**src/ssed_pkg.sv**
```systemverilog
// ----------------------------------------------------------------------------
// ssed_pkg
// Shared types and character codes for the script string escaper.
// ----------------------------------------------------------------------------
package ssed_pkg;

    localparam int unsigned BYTE_W  = 8;
    localparam int unsigned LIMIT_W = 12;
    localparam int unsigned COUNT_W = 13;

    localparam logic [LIMIT_W-1:0] LIMIT_RESET = 12'd1017;

    localparam logic [BYTE_W-1:0] CH_SPACE  = 8'h20;
    localparam logic [BYTE_W-1:0] CH_APOS   = 8'h27;
    localparam logic [BYTE_W-1:0] CH_SLASH  = 8'h2F;
    localparam logic [BYTE_W-1:0] CH_BSLASH = 8'h5C;
    localparam logic [BYTE_W-1:0] CH_LF     = 8'h0A;
    localparam logic [BYTE_W-1:0] CH_CR     = 8'h0D;
    localparam logic [BYTE_W-1:0] CH_N      = 8'h6E;

    // one result transaction
    typedef struct packed {
        logic [BYTE_W-1:0] data;
        logic              vld;
        logic              done;
    } res_t;

    // results caused by one input transaction
    typedef struct packed {
        logic [1:0] n;
        res_t       r0;
        res_t       r1;
    } pair_t;

endpackage

```
**src/ssed_escape.sv**
```systemverilog
// ----------------------------------------------------------------------------
// ssed_escape
// Escape decision and string state: limit register, held lead byte and count.
// ----------------------------------------------------------------------------
module ssed_escape (
    input  logic                            aclk,
    input  logic                            aresetn,
    input  logic                            cfg_wen,
    input  logic [ssed_pkg::LIMIT_W-1:0]    cfg_wdata,
    input  logic                            in_accept,
    input  logic [ssed_pkg::BYTE_W-1:0]     in_byte,
    input  logic                            in_last,
    output ssed_pkg::pair_t                 pair
);

    logic [ssed_pkg::LIMIT_W-1:0] limit_reg;
    logic                         lead_pending_reg, lead_pending_next;
    logic [ssed_pkg::BYTE_W-1:0]  held_lead_reg, held_lead_next;
    logic [ssed_pkg::COUNT_W-1:0] count_reg, count_next;
    logic                         reached_reg, reached_next;

    logic                         lr;
    logic [1:0]                   n;
    logic [ssed_pkg::BYTE_W-1:0]  d0, d1;
    logic [ssed_pkg::COUNT_W-1:0] limit_ext;
    logic                         is_esc;

    assign limit_ext = {1'b0, limit_reg};
    assign is_esc    = (in_byte == ssed_pkg::CH_APOS) || (in_byte == ssed_pkg::CH_SLASH) ||
                       (in_byte == ssed_pkg::CH_BSLASH);

    always_comb begin
        lr                = reached_reg || (count_reg >= limit_ext);
        lead_pending_next = lead_pending_reg;
        held_lead_next    = held_lead_reg;
        count_next        = count_reg;
        reached_next      = 1'b1;
        n                 = 2'd0;
        d0                = '0;
        d1                = '0;
        if (!lr) begin
            if (lead_pending_reg) begin
                lead_pending_next = 1'b0;
                d0 = (in_byte < ssed_pkg::CH_SPACE) ? ssed_pkg::CH_SPACE : held_lead_reg;
                d1 = in_byte;
                n  = 2'd2;
                count_next = count_reg + 13'd1;
            end else if (is_esc) begin
                d0 = ssed_pkg::CH_BSLASH;
                d1 = in_byte;
                n  = 2'd2;
                count_next = count_reg + 13'd2;
            end else if (in_byte == ssed_pkg::CH_LF) begin
                d0 = ssed_pkg::CH_BSLASH;
                d1 = ssed_pkg::CH_N;
                n  = 2'd2;
                count_next = count_reg + 13'd2;
            end else if (in_byte == ssed_pkg::CH_CR) begin
                n = 2'd0;
            end else if (in_byte[ssed_pkg::BYTE_W-1]) begin
                lead_pending_next = 1'b1;
                held_lead_next    = in_byte;
                count_next        = count_reg + 13'd1;
            end else begin
                d0 = in_byte;
                n  = 2'd1;
                count_next = count_reg + 13'd1;
            end
            reached_next = (count_next >= limit_ext);
        end

        pair.r0 = '{data: d0, vld: 1'b1, done: 1'b0};
        pair.r1 = '{data: d1, vld: 1'b1, done: 1'b0};
        pair.n  = n;

        if (in_last) begin
            case (n)
                2'd0: begin
                    pair.n  = 2'd1;
                    pair.r0 = '{data: '0, vld: 1'b0, done: 1'b1};
                end
                2'd1: pair.r0.done = 1'b1;
                default: pair.r1.done = 1'b1;
            endcase
            lead_pending_next = 1'b0;
            held_lead_next    = '0;
            count_next        = '0;
            reached_next      = 1'b0;
        end
    end

    always_ff @(posedge aclk) begin
        if (!aresetn) begin
            limit_reg        <= ssed_pkg::LIMIT_RESET;
            lead_pending_reg <= 1'b0;
            held_lead_reg    <= '0;
            count_reg        <= '0;
            reached_reg      <= 1'b0;
        end else begin
            if (cfg_wen) begin
                limit_reg <= cfg_wdata;
            end
            if (in_accept) begin
                lead_pending_reg <= lead_pending_next;
                held_lead_reg    <= held_lead_next;
                count_reg        <= count_next;
                reached_reg      <= reached_next;
            end
        end
    end

endmodule

```
**src/ssed_outbuf.sv**
```systemverilog
// ----------------------------------------------------------------------------
// ssed_outbuf
// Two-slot result register, drained one transaction per cycle while m_tready is high.
// ----------------------------------------------------------------------------
module ssed_outbuf (
    input  logic                        aclk,
    input  logic                        aresetn,
    input  logic                        load,
    input  ssed_pkg::pair_t             pair,
    output logic                        can_load,
    output logic                        m_tvalid,
    input  logic                        m_tready,
    output logic [ssed_pkg::BYTE_W-1:0] m_tdata,
    output logic                        m_tuser,
    output logic                        m_tlast
);

    logic [1:0]     cnt_reg, cnt_next;
    ssed_pkg::res_t slot0_reg, slot1_reg;
    ssed_pkg::res_t head;
    logic           pop;

    assign head     = (cnt_reg == 2'd2) ? slot0_reg : slot1_reg;
    assign m_tvalid = (cnt_reg != 2'd0);
    assign m_tdata  = head.data;
    assign m_tuser  = head.vld;
    assign m_tlast  = head.done;
    assign pop      = m_tvalid && m_tready;
    assign can_load = (cnt_reg == 2'd0) || ((cnt_reg == 2'd1) && m_tready);

    always_comb begin
        cnt_next = cnt_reg;
        if (load) begin
            cnt_next = pair.n;
        end else if (pop) begin
            cnt_next = cnt_reg - 2'd1;
        end
    end

    always_ff @(posedge aclk) begin
        if (!aresetn) begin
            cnt_reg <= 2'd0;
        end else begin
            cnt_reg <= cnt_next;
        end
    end

    always_ff @(posedge aclk) begin
        if (load) begin
            if (pair.n == 2'd2) begin
                slot0_reg <= pair.r0;
                slot1_reg <= pair.r1;
            end else begin
                slot1_reg <= pair.r0;
            end
        end
    end

endmodule

```
**src/script_string_escaper_dbcs_unit.sv**
```systemverilog
// ----------------------------------------------------------------------------
// script_string_escaper_dbcs_unit
// Escapes a byte stream for a quoted script string, double-byte aware.
// ----------------------------------------------------------------------------
// An input byte that yields at most one output transaction is taken every
// cycle while m_tready is high; a byte that yields two (an escape pair or a
// lead and trail pair) holds the input until the first of the two is taken.
// The hold is set by the two-slot result register, which presents one result
// per cycle while m_tready is high. The first result is presented in the
// cycle after its input byte is accepted. A string's last result carries
// m_tlast; m_tuser low marks a bare end marker with no data byte.
module script_string_escaper_dbcs_unit (
    input  logic                          aclk,
    input  logic                          aresetn,
    input  logic                          cfg_wen,
    input  logic [ssed_pkg::LIMIT_W-1:0]  cfg_wdata,  // output_limit
    input  logic                          s_tvalid,
    output logic                          s_tready,
    input  logic [ssed_pkg::BYTE_W-1:0]   s_tdata,    // in_byte
    input  logic                          s_tlast,    // end_of_string
    output logic                          m_tvalid,
    input  logic                          m_tready,
    output logic [ssed_pkg::BYTE_W-1:0]   m_tdata,    // out_byte
    output logic                          m_tuser,    // byte_valid
    output logic                          m_tlast     // string_done
);

    ssed_pkg::pair_t pair;
    logic            can_load;
    logic            in_accept;

    assign s_tready  = can_load;
    assign in_accept = s_tvalid && can_load;

    ssed_escape u_escape (
        .aclk      (aclk),
        .aresetn   (aresetn),
        .cfg_wen   (cfg_wen),
        .cfg_wdata (cfg_wdata),
        .in_accept (in_accept),
        .in_byte   (s_tdata),
        .in_last   (s_tlast),
        .pair      (pair)
    );

    ssed_outbuf u_outbuf (
        .aclk     (aclk),
        .aresetn  (aresetn),
        .load     (in_accept),
        .pair     (pair),
        .can_load (can_load),
        .m_tvalid (m_tvalid),
        .m_tready (m_tready),
        .m_tdata  (m_tdata),
        .m_tuser  (m_tuser),
        .m_tlast  (m_tlast)
    );

endmodule

```
**config.mk**
```make
export PLATFORM = sky130hd
export DESIGN_NAME = script_string_escaper_dbcs_unit
export DESIGN_NICKNAME = d
export VERILOG_FILES = /design/src/ssed_pkg.sv /design/src/ssed_escape.sv /design/src/ssed_outbuf.sv /design/src/script_string_escaper_dbcs_unit.sv
export SDC_FILE = /design/constraint.sdc
export NUM_CORES = 1
export LEC_CHECK = 0
export BUFFER_PORTS_ARGS = -buffer_cell sky130_fd_sc_hd__buf_4
export CORE_MARGIN = 5
export CORE_UTILIZATION = 64
export CTS_CLUSTER_SIZE = 14
export DETAILED_ROUTE_END_ITERATION = 7
export PLACE_DENSITY = 0.93
export SYNTH_ARGS = -nofsm -noshare
export SYNTH_HDL_FRONTEND = slang
export SYNTH_SLANG_ARGS = --single-unit
```
**constraint.sdc**
```tcl
create_clock -name aclk -period 5.87 [get_ports aclk]
set_input_delay 0.587 -clock aclk [delete_from_list [all_inputs] [get_ports aclk]]
set_output_delay 0.587 -clock aclk [all_outputs]
set_load 0.01 [all_outputs]
```
### Word level (Yosys, flattened, before mapping)

Index checks and enable logic that the tools add are counted.

| storage, ports and cells | value |
|---|---|
| flip-flop bits (word level) | 57 |
| input port bits | 26 |
| output and inout bits | 12 |
| logic and storage cells | 97 |

| operators by class | value |
|---|---|
| add/subtract/negate cells | 3 |
| magnitude comparators | 3 |
| eq/ne operators | 14 |
| muxes and demuxes | 49 |
| reductions and logical operators | 16 |

Operators by type and width:

| kind | number |
|---|---|
| 2-to-1 mux 8 bit | 16 |
| 2-to-1 mux 13 bit | 7 |
| greater-or-equal comparator 13 x 12 -> 1 bit | 2 |
| 2-to-1 mux 10 bit | 2 |
| equality test 8 x 4 -> 1 bit, second input constant | 2 |
| equality test 8 x 6 -> 1 bit, second input constant | 2 |
| 2-to-1 mux 2 bit | 7 |
| 2-to-1 mux 7 bit | 2 |
| adder 13 x 1 -> 13 bit, second input constant | 1 |
| adder 13 x 2 -> 13 bit, second input constant | 1 |
| 2-to-1 mux 1 bit | 13 |
| 2-to-1 mux 12 bit | 1 |
| 2-to-1 mux 11 bit | 1 |
| != test 2 bit, second input constant | 5 |
| equality test 8 x 7 -> 1 bit, second input constant | 1 |
| < comparator 8 x 6 -> 1 bit, second input constant | 1 |
| AND reduction 7 bit | 1 |
| nonzero test 2 bit | 3 |
| equality test 2 x 1 -> 1 bit, second input constant | 2 |
| equality test 2 bit, second input constant | 2 |
| logical NOT 2 bit | 2 |
| logical OR 1 bit | 4 |
| AND reduction 2 bit | 2 |
| logical AND 1 bit | 3 |
| 2 further kinds | 2 |

### Logic depth before layout (Yosys ltp)

| logic depth | value |
|---|---|
| word-level depth | 12 |
| depth in mapped cells | 14 |
| gate-level depth less buffers | 13 |

### Cells and area by module

Synthesis repeated with hierarchy kept, for this count alone.

| unflattened totals | value |
|---|---|
| cell total of the unflattened synthesis | 411 |
| area total of the unflattened synthesis | 3902.5 um^2 |

By module, submodules not included:

| module | instances | cells an instance | area an instance (um^2) | seq. area each (um^2) |
|---|---|---|---|---|
| ssed_escape | 1 | 347 | 2837.7 | 700.7 |
| ssed_outbuf | 1 | 63 | 1058.5 | 640.6 |
| script_string_escaper_dbcs_unit | 1 | 1 | 6.3 | 0.0 |

### Worst setup path before layout

Ideal clock, no wire load.

| timing path | value |
|---|---|
| path type | input to register |
| from | input port s_tdata[4] (netlist bit) |
| to | register u_escape.reached_reg |
| library setup time | 0.070 ns |
| arrival | 2.771 ns |
| required time | 5.800 ns |
| path slack | 3.029 ns |
| stages on the path | 13 |
| path buffers | 0 |
| cell sequence | or3b_4 a211oi_4 o21a_4 nor3_1 a221oi_1 a21oi_1 ha_1 nand4_1 nor2_1 o31ai_1 a311oi_1 a21oi_1 a21oi_1 |

| on the way | value |
|---|---|
| longest elaborated chain between the ends | 9 |
| elaborated cells on any way between the ends | 15 |
| classes of those cells | order compare: 1; eq/ne: 5; mux: 7; reduce/logical: 2 |

RTL lines:

| what | RTL line | source |
|---|---|---|
| start: declaration | script_string_escaper_dbcs_unit.sv:19 | `input logic [ssed_pkg::BYTE_W-1:0] s_tdata,` |
| equality test 8 x 4 -> 1 bit or equality test 8 x 6 -> 1 bit (tied branches) | ssed_escape.sv:58, ssed_escape.sv:29 |  |
| 2-to-1 mux 13 bit or logical OR 1 bit (tied branches) | ssed_escape.sv:58, ssed_escape.sv:29 |  |
| 2-to-1 mux 13 bit or logical OR 1 bit (tied branches) | ssed_escape.sv:53, ssed_escape.sv:29 |  |
| 2-to-1 mux 13 bit * | ssed_escape.sv:48 | `end else if (is_esc) begin` |
| 2-to-1 mux 13 bit * | ssed_escape.sv:42 | `if (lead_pending_reg) begin` |
| 2-to-1 mux 13 bit * | ssed_escape.sv:41 | `if (!lr) begin` |
| greater-or-equal comparator 13 x 12 -> 1 bit * | ssed_escape.sv:69 | `reached_next = (count_next >= limit_ext);` |
| 2-to-1 mux 1 bit * | ssed_escape.sv:41 |  |
| 2-to-1 mux 1 bit * | ssed_escape.sv:76 | `if (in_last) begin` |
| end signal: assignment | ssed_escape.sv:107 | `reached_reg <= reached_next;` |
| end: declaration | ssed_escape.sv:20 | `logic reached_reg, reached_next;` |

Mark *: on every way between the ends. The rest lies on a longest branch, timed or not. The select of a mux whose other input is x is not followed.
A chain may end at the register's enable or synchronous reset.

### Final worst setup path

| timing path | value |
|---|---|
| from | register u_outbuf.cnt_reg[0] |
| to | register u_escape.count_reg[11] (netlist bit) |

| on the way | value |
|---|---|
| longest elaborated chain between the ends | 5 |
| elaborated cells on any way between the ends | 6 |
| classes of those cells | eq/ne: 1; reduce/logical: 5 |

RTL lines:

| what | RTL line | source |
|---|---|---|
| start: declaration | ssed_outbuf.sv:18 | `logic [1:0] cnt_reg, cnt_next;` |
| start signal: assignment | ssed_outbuf.sv:44 | `cnt_reg <= cnt_next;` |
| equality test 2 x 1 -> 1 bit | ssed_outbuf.sv:29 | `assign can_load = (cnt_reg == 2'd0) \|\| ((cnt_reg == 2'd1) && m_tready);` |
| logical AND 1 bit | ssed_outbuf.sv:29 |  |
| logical OR 1 bit * | ssed_outbuf.sv:29 |  |
| logical AND 1 bit * | script_string_escaper_dbcs_unit.sv:33 | `assign in_accept = s_tvalid && can_load;` |
| net in_accept | script_string_escaper_dbcs_unit.sv:30 | `logic in_accept;` |
| AND reduction 2 bit (no line) * | - |  |
| end signal: assignment | ssed_escape.sv:106 | `count_reg <= count_next;` |
| end: declaration | ssed_escape.sv:19 | `logic [ssed_pkg::COUNT_W-1:0] count_reg, count_next;` |

Mark *: on every way through the listed nets, which the timed path passes. The rest lies on a longest branch.

==> flow_metrics.py <==
metrics = {
    "route": {
        "dr.pass1.iters": 5,
        "wirelength_um": 9820,
        "avgRoutedWirePerCell_um": 19.3,
        "drc": 0,
        "drtAntennaViolNets": 0,
        "via_per_inst": 6.67,
        "vias": 3395,
        "drtIter0Drc": 391,
    },
    "final_layout": {
        "area.growth.synth_to_final_pct": 12.7,
        "drive_above_1_share": 0.212,
        "largest_reg_flops": 13,
        "n_antenna_cell": 0,
        "final_nets": 484,
        "final_area_sq_mm": 0.00430,
    },
    "timing": {
        "setup_slack_ns": 2.65,
        "setup_violations": 0,
        "slew_violations": 0,
        "min_period_ns": 3.22,
        "hold-worst-slack_ns": 0.450,
        "skew_ns": 0.0104,
        "finalCritPeriodShare": 0.549,
        "final-hold-violation-count": 0,
        "max-slew-margin-rel": 0.218,
        "fin_setup_tns_ns": 0,
        "grt_setup_unrepaired": "no",
        "worst_slew_pin_slew_ns": 1.17,
        "max_freq_mhz": 311,
    },
    "clocking": {
        "cts_tree": "done",
        "cts_hold_buf": 0,
        "clk_latency_ns": 0.35,
        "clk_pin_slew_ns": 0.07,
        "htreeDepth": 3,
        "numCtsBuffers": 9,
        "clockRootBuffer": "clkbuf_8",
        "post_cts_buffers": 0,
        "cts_resized": 0,
        "cts_sinks": 57,
        "cts.path.max_buffers": 2,
    },
    "pwr": {
        "power.switching_uw": 395,
        "clkPwrFrac": 0.282,
        "swShare": 0.341,
        "ir_drop_mv": 0.171,
        "internal_power_uw": 763,
        "static-leakage-power_nw": 1.79,
        "power-per-cell-area_mw_per_mm2": 269,
        "pwr-share-comb": 0.305,
        "pwr-share-seq": 0.413,
    },
    "placement": {
        "placed_area_sq_mm": 0.00413,
        "place_ws_ns": 2.40,
        "hpwl_um": 7280,
        "routabilityCongestion": 1.13,
        "place.port_buffers": 37,
    },
    "critical_path": {
        "rrSetupSlack_ns": 2.65,
        "slowest_stage": "a21oi_1",
        "crit_chain": "inv_1, ha_1, a21o_1, nand2_1, inv_1, o2111ai_1, a21oi_1, a31oi_1, a31oi_1",
        "path_buf_inv": 2,
        "cp_top_family": "compound AO/OA/AOI/OAI gates",
        "worst-setup-path-type": "register to register",
        "start_kind": "register",
        "slowest_delay_ns": 0.95,
        "critPathArrivalTime_ns": 3.49,
        "endpoint_kind": "register",
        "worst_ep_required_time_ns": 6.14,
        "critPathMaxFanout": 13,
    },
    "global_routing": {
        "use_met2": 0.424,
        "gr-usage-all-layers": 0.277,
        "grt_most_used_layer": "met2",
        "grt_pass1_vias": 3299,
        "grt_max_degree": 20,
        "grt_first_pass_wirelength_um": 16300,
        "grt_overflow": 0,
        "met3_usage": 0.0662,
        "grt_use_met1": 0.372,
        "antenna_found_initial": 0,
    },
    "synthesis": {
        "ys_async_sr_fraction": 0,
        "ys_types": 79,
        "ys_ff_latch": 57,
        "synth_area_sq_mm": 0.00381,
        "synth_edf_count": 20,
        "synth.net_count": 451,
        "syn-instance-count": 396,
        "synth_ff_type": "dfxtp_1",
        "ys.warnings.count": 0,
        "avgSynthCellArea_sq_um": 9.63,
        "seq_area_frac_synth": 0.352,
    },
    "floorplanning": {
        "core_area_sq_mm": 0.00585,
        "die_w_um": 87.2,
        "initial_core_util": 0.652,
        "die_h_um": 87.2,
        "ios": 38,
        "die-area_sq_mm": 0.00760,
        "std_cell_rows": 28,
    },
    "job": {
        "cap_violations": 0,
    },
    "run_status": {
        "outcome": "finished, final reports clean",
    },
    "worst_hold_path": {
        "hp-class": "primary input to register",
    },
}
-- through the flow --
step / instances / utilization / power, mW
3_3_place_gp: 493 / 0.706 / 0.819
5_1_grt: 509 / 0.735 / 1.21
3_5_place_dp: 493 / 0.706 / 0.833
6_report: 509 / 0.735 / 1.16
4_1_cts: 509 / 0.735 / 1.16
2_1_floorplan: 396 / - / 0.700
-- cell usage in the layout, fill, tap and decap left out, drive strengths merged, types with 3 or more instances in the layout --
cell type	instances
or3	3
nor2b	4
nor2	19
nand4	6
o21a	4
o211ai	11
inv	26
nor4	3
clkbuf	9
dfxtp	37
a22oi	4
mux2	12
xnor2	7
and3	6
edfxtp	20
a31oi	9
clkinv	5
a21oi	25
nand2b	3
a21o	9
mux2i	5
nand2	29
o22ai	4
o31ai	6
nor3	7
o21ai	25
a22o	12
ha	29
nand3	7
nor4b	3
and2	8
buf	37
-- layer usage --
layer	part of all wire	routed length, um
met1	0.41	4060
met2	0.46	4540
met3	0.094	919
met4	0.031	301
met5	0	0
-- layout make-up --
class                   instances  area, sq um
multi-input cells             298         2320
fillers                       386         1550
flip-flops and latches         57         1340
repair buffers                 37          278
clock buffers                   9          124
inverters                      26         97.6
well taps                      75         93.8
clock inverters                 7         47.5
-- worst register-to-register path, delay by kind of cell (launching register included) --
family          cells  cell delay (ns)
compound gates      5             1.72
buf+inv             2             0.60
flops               1             0.34
simple gates        1             0.29
fa+ha+maj           1             0.21
-- cell usage after synthesis, types with 3 or more instances --
cell type	count	area share
mux2i_1	5	0.013
a21oi_1	24	0.031
o31ai_1	5	0.0098
and2_1	7	0.011
nand4_1	6	0.0098
edfxtp_1	20	0.16
nand3_1	7	0.0092
a31oi_1	9	0.015
nand2_1	28	0.028
o211ai_1	11	0.022
inv_1	26	0.026
mux2_2	11	0.032
dfxtp_1	37	0.19
a21o_1	9	0.018
a22o_1	12	0.028
ha_1	29	0.095
clkbuf_1	13	0.013
o21ai_0	18	0.024
o21ai_1	5	0.0066
nor3_1	5	0.0066
o21a_1	3	0.0059
a22oi_1	3	0.0059
nor2_1	19	0.019
and3_1	6	0.0098
nor2b_1	4	0.0066
nand2b_1	3	0.0049
xnor2_1	7	0.016
-- power groups by stage --
| stage | Clock, mW | Sequential (mW) | Combinational, mW |
|---|---|---|---|
| floorplan | 0 | 0.477 | 0.223 |
| global placement | 0 | 0.483 | 0.336 |
| detailed placement | 0 | 0.486 | 0.348 |
| CTS | 0.328 | 0.477 | 0.351 |
| global route | 0.347 | 0.481 | 0.386 |
| finish | 0.326 | 0.478 | 0.353 |
-- final timing paths --
check,start,to,cells past startpoint
max,u_outbuf.cnt_reg[0],u_escape.count_reg[11],9
min,cfg_wdata[7],u_escape.limit_reg[7],3
max reg2reg,u_outbuf.cnt_reg[0],u_escape.count_reg[11],9
min reg2reg,u_escape.held_lead_reg[7],u_escape.held_lead_reg[7],1
-- logic make-up after synthesis --
| logic type | share of synthesized area |
|---|---|
| xor+xnor | 0.0184 |
| buf+inv | 0.0410 |
| flops | 0.352 |
| mux | 0.0495 |
| compound gates | 0.279 |
| simple gates | 0.165 |
| fa+ha+maj | 0.0951 |
(Power assumes the default switching activity.)
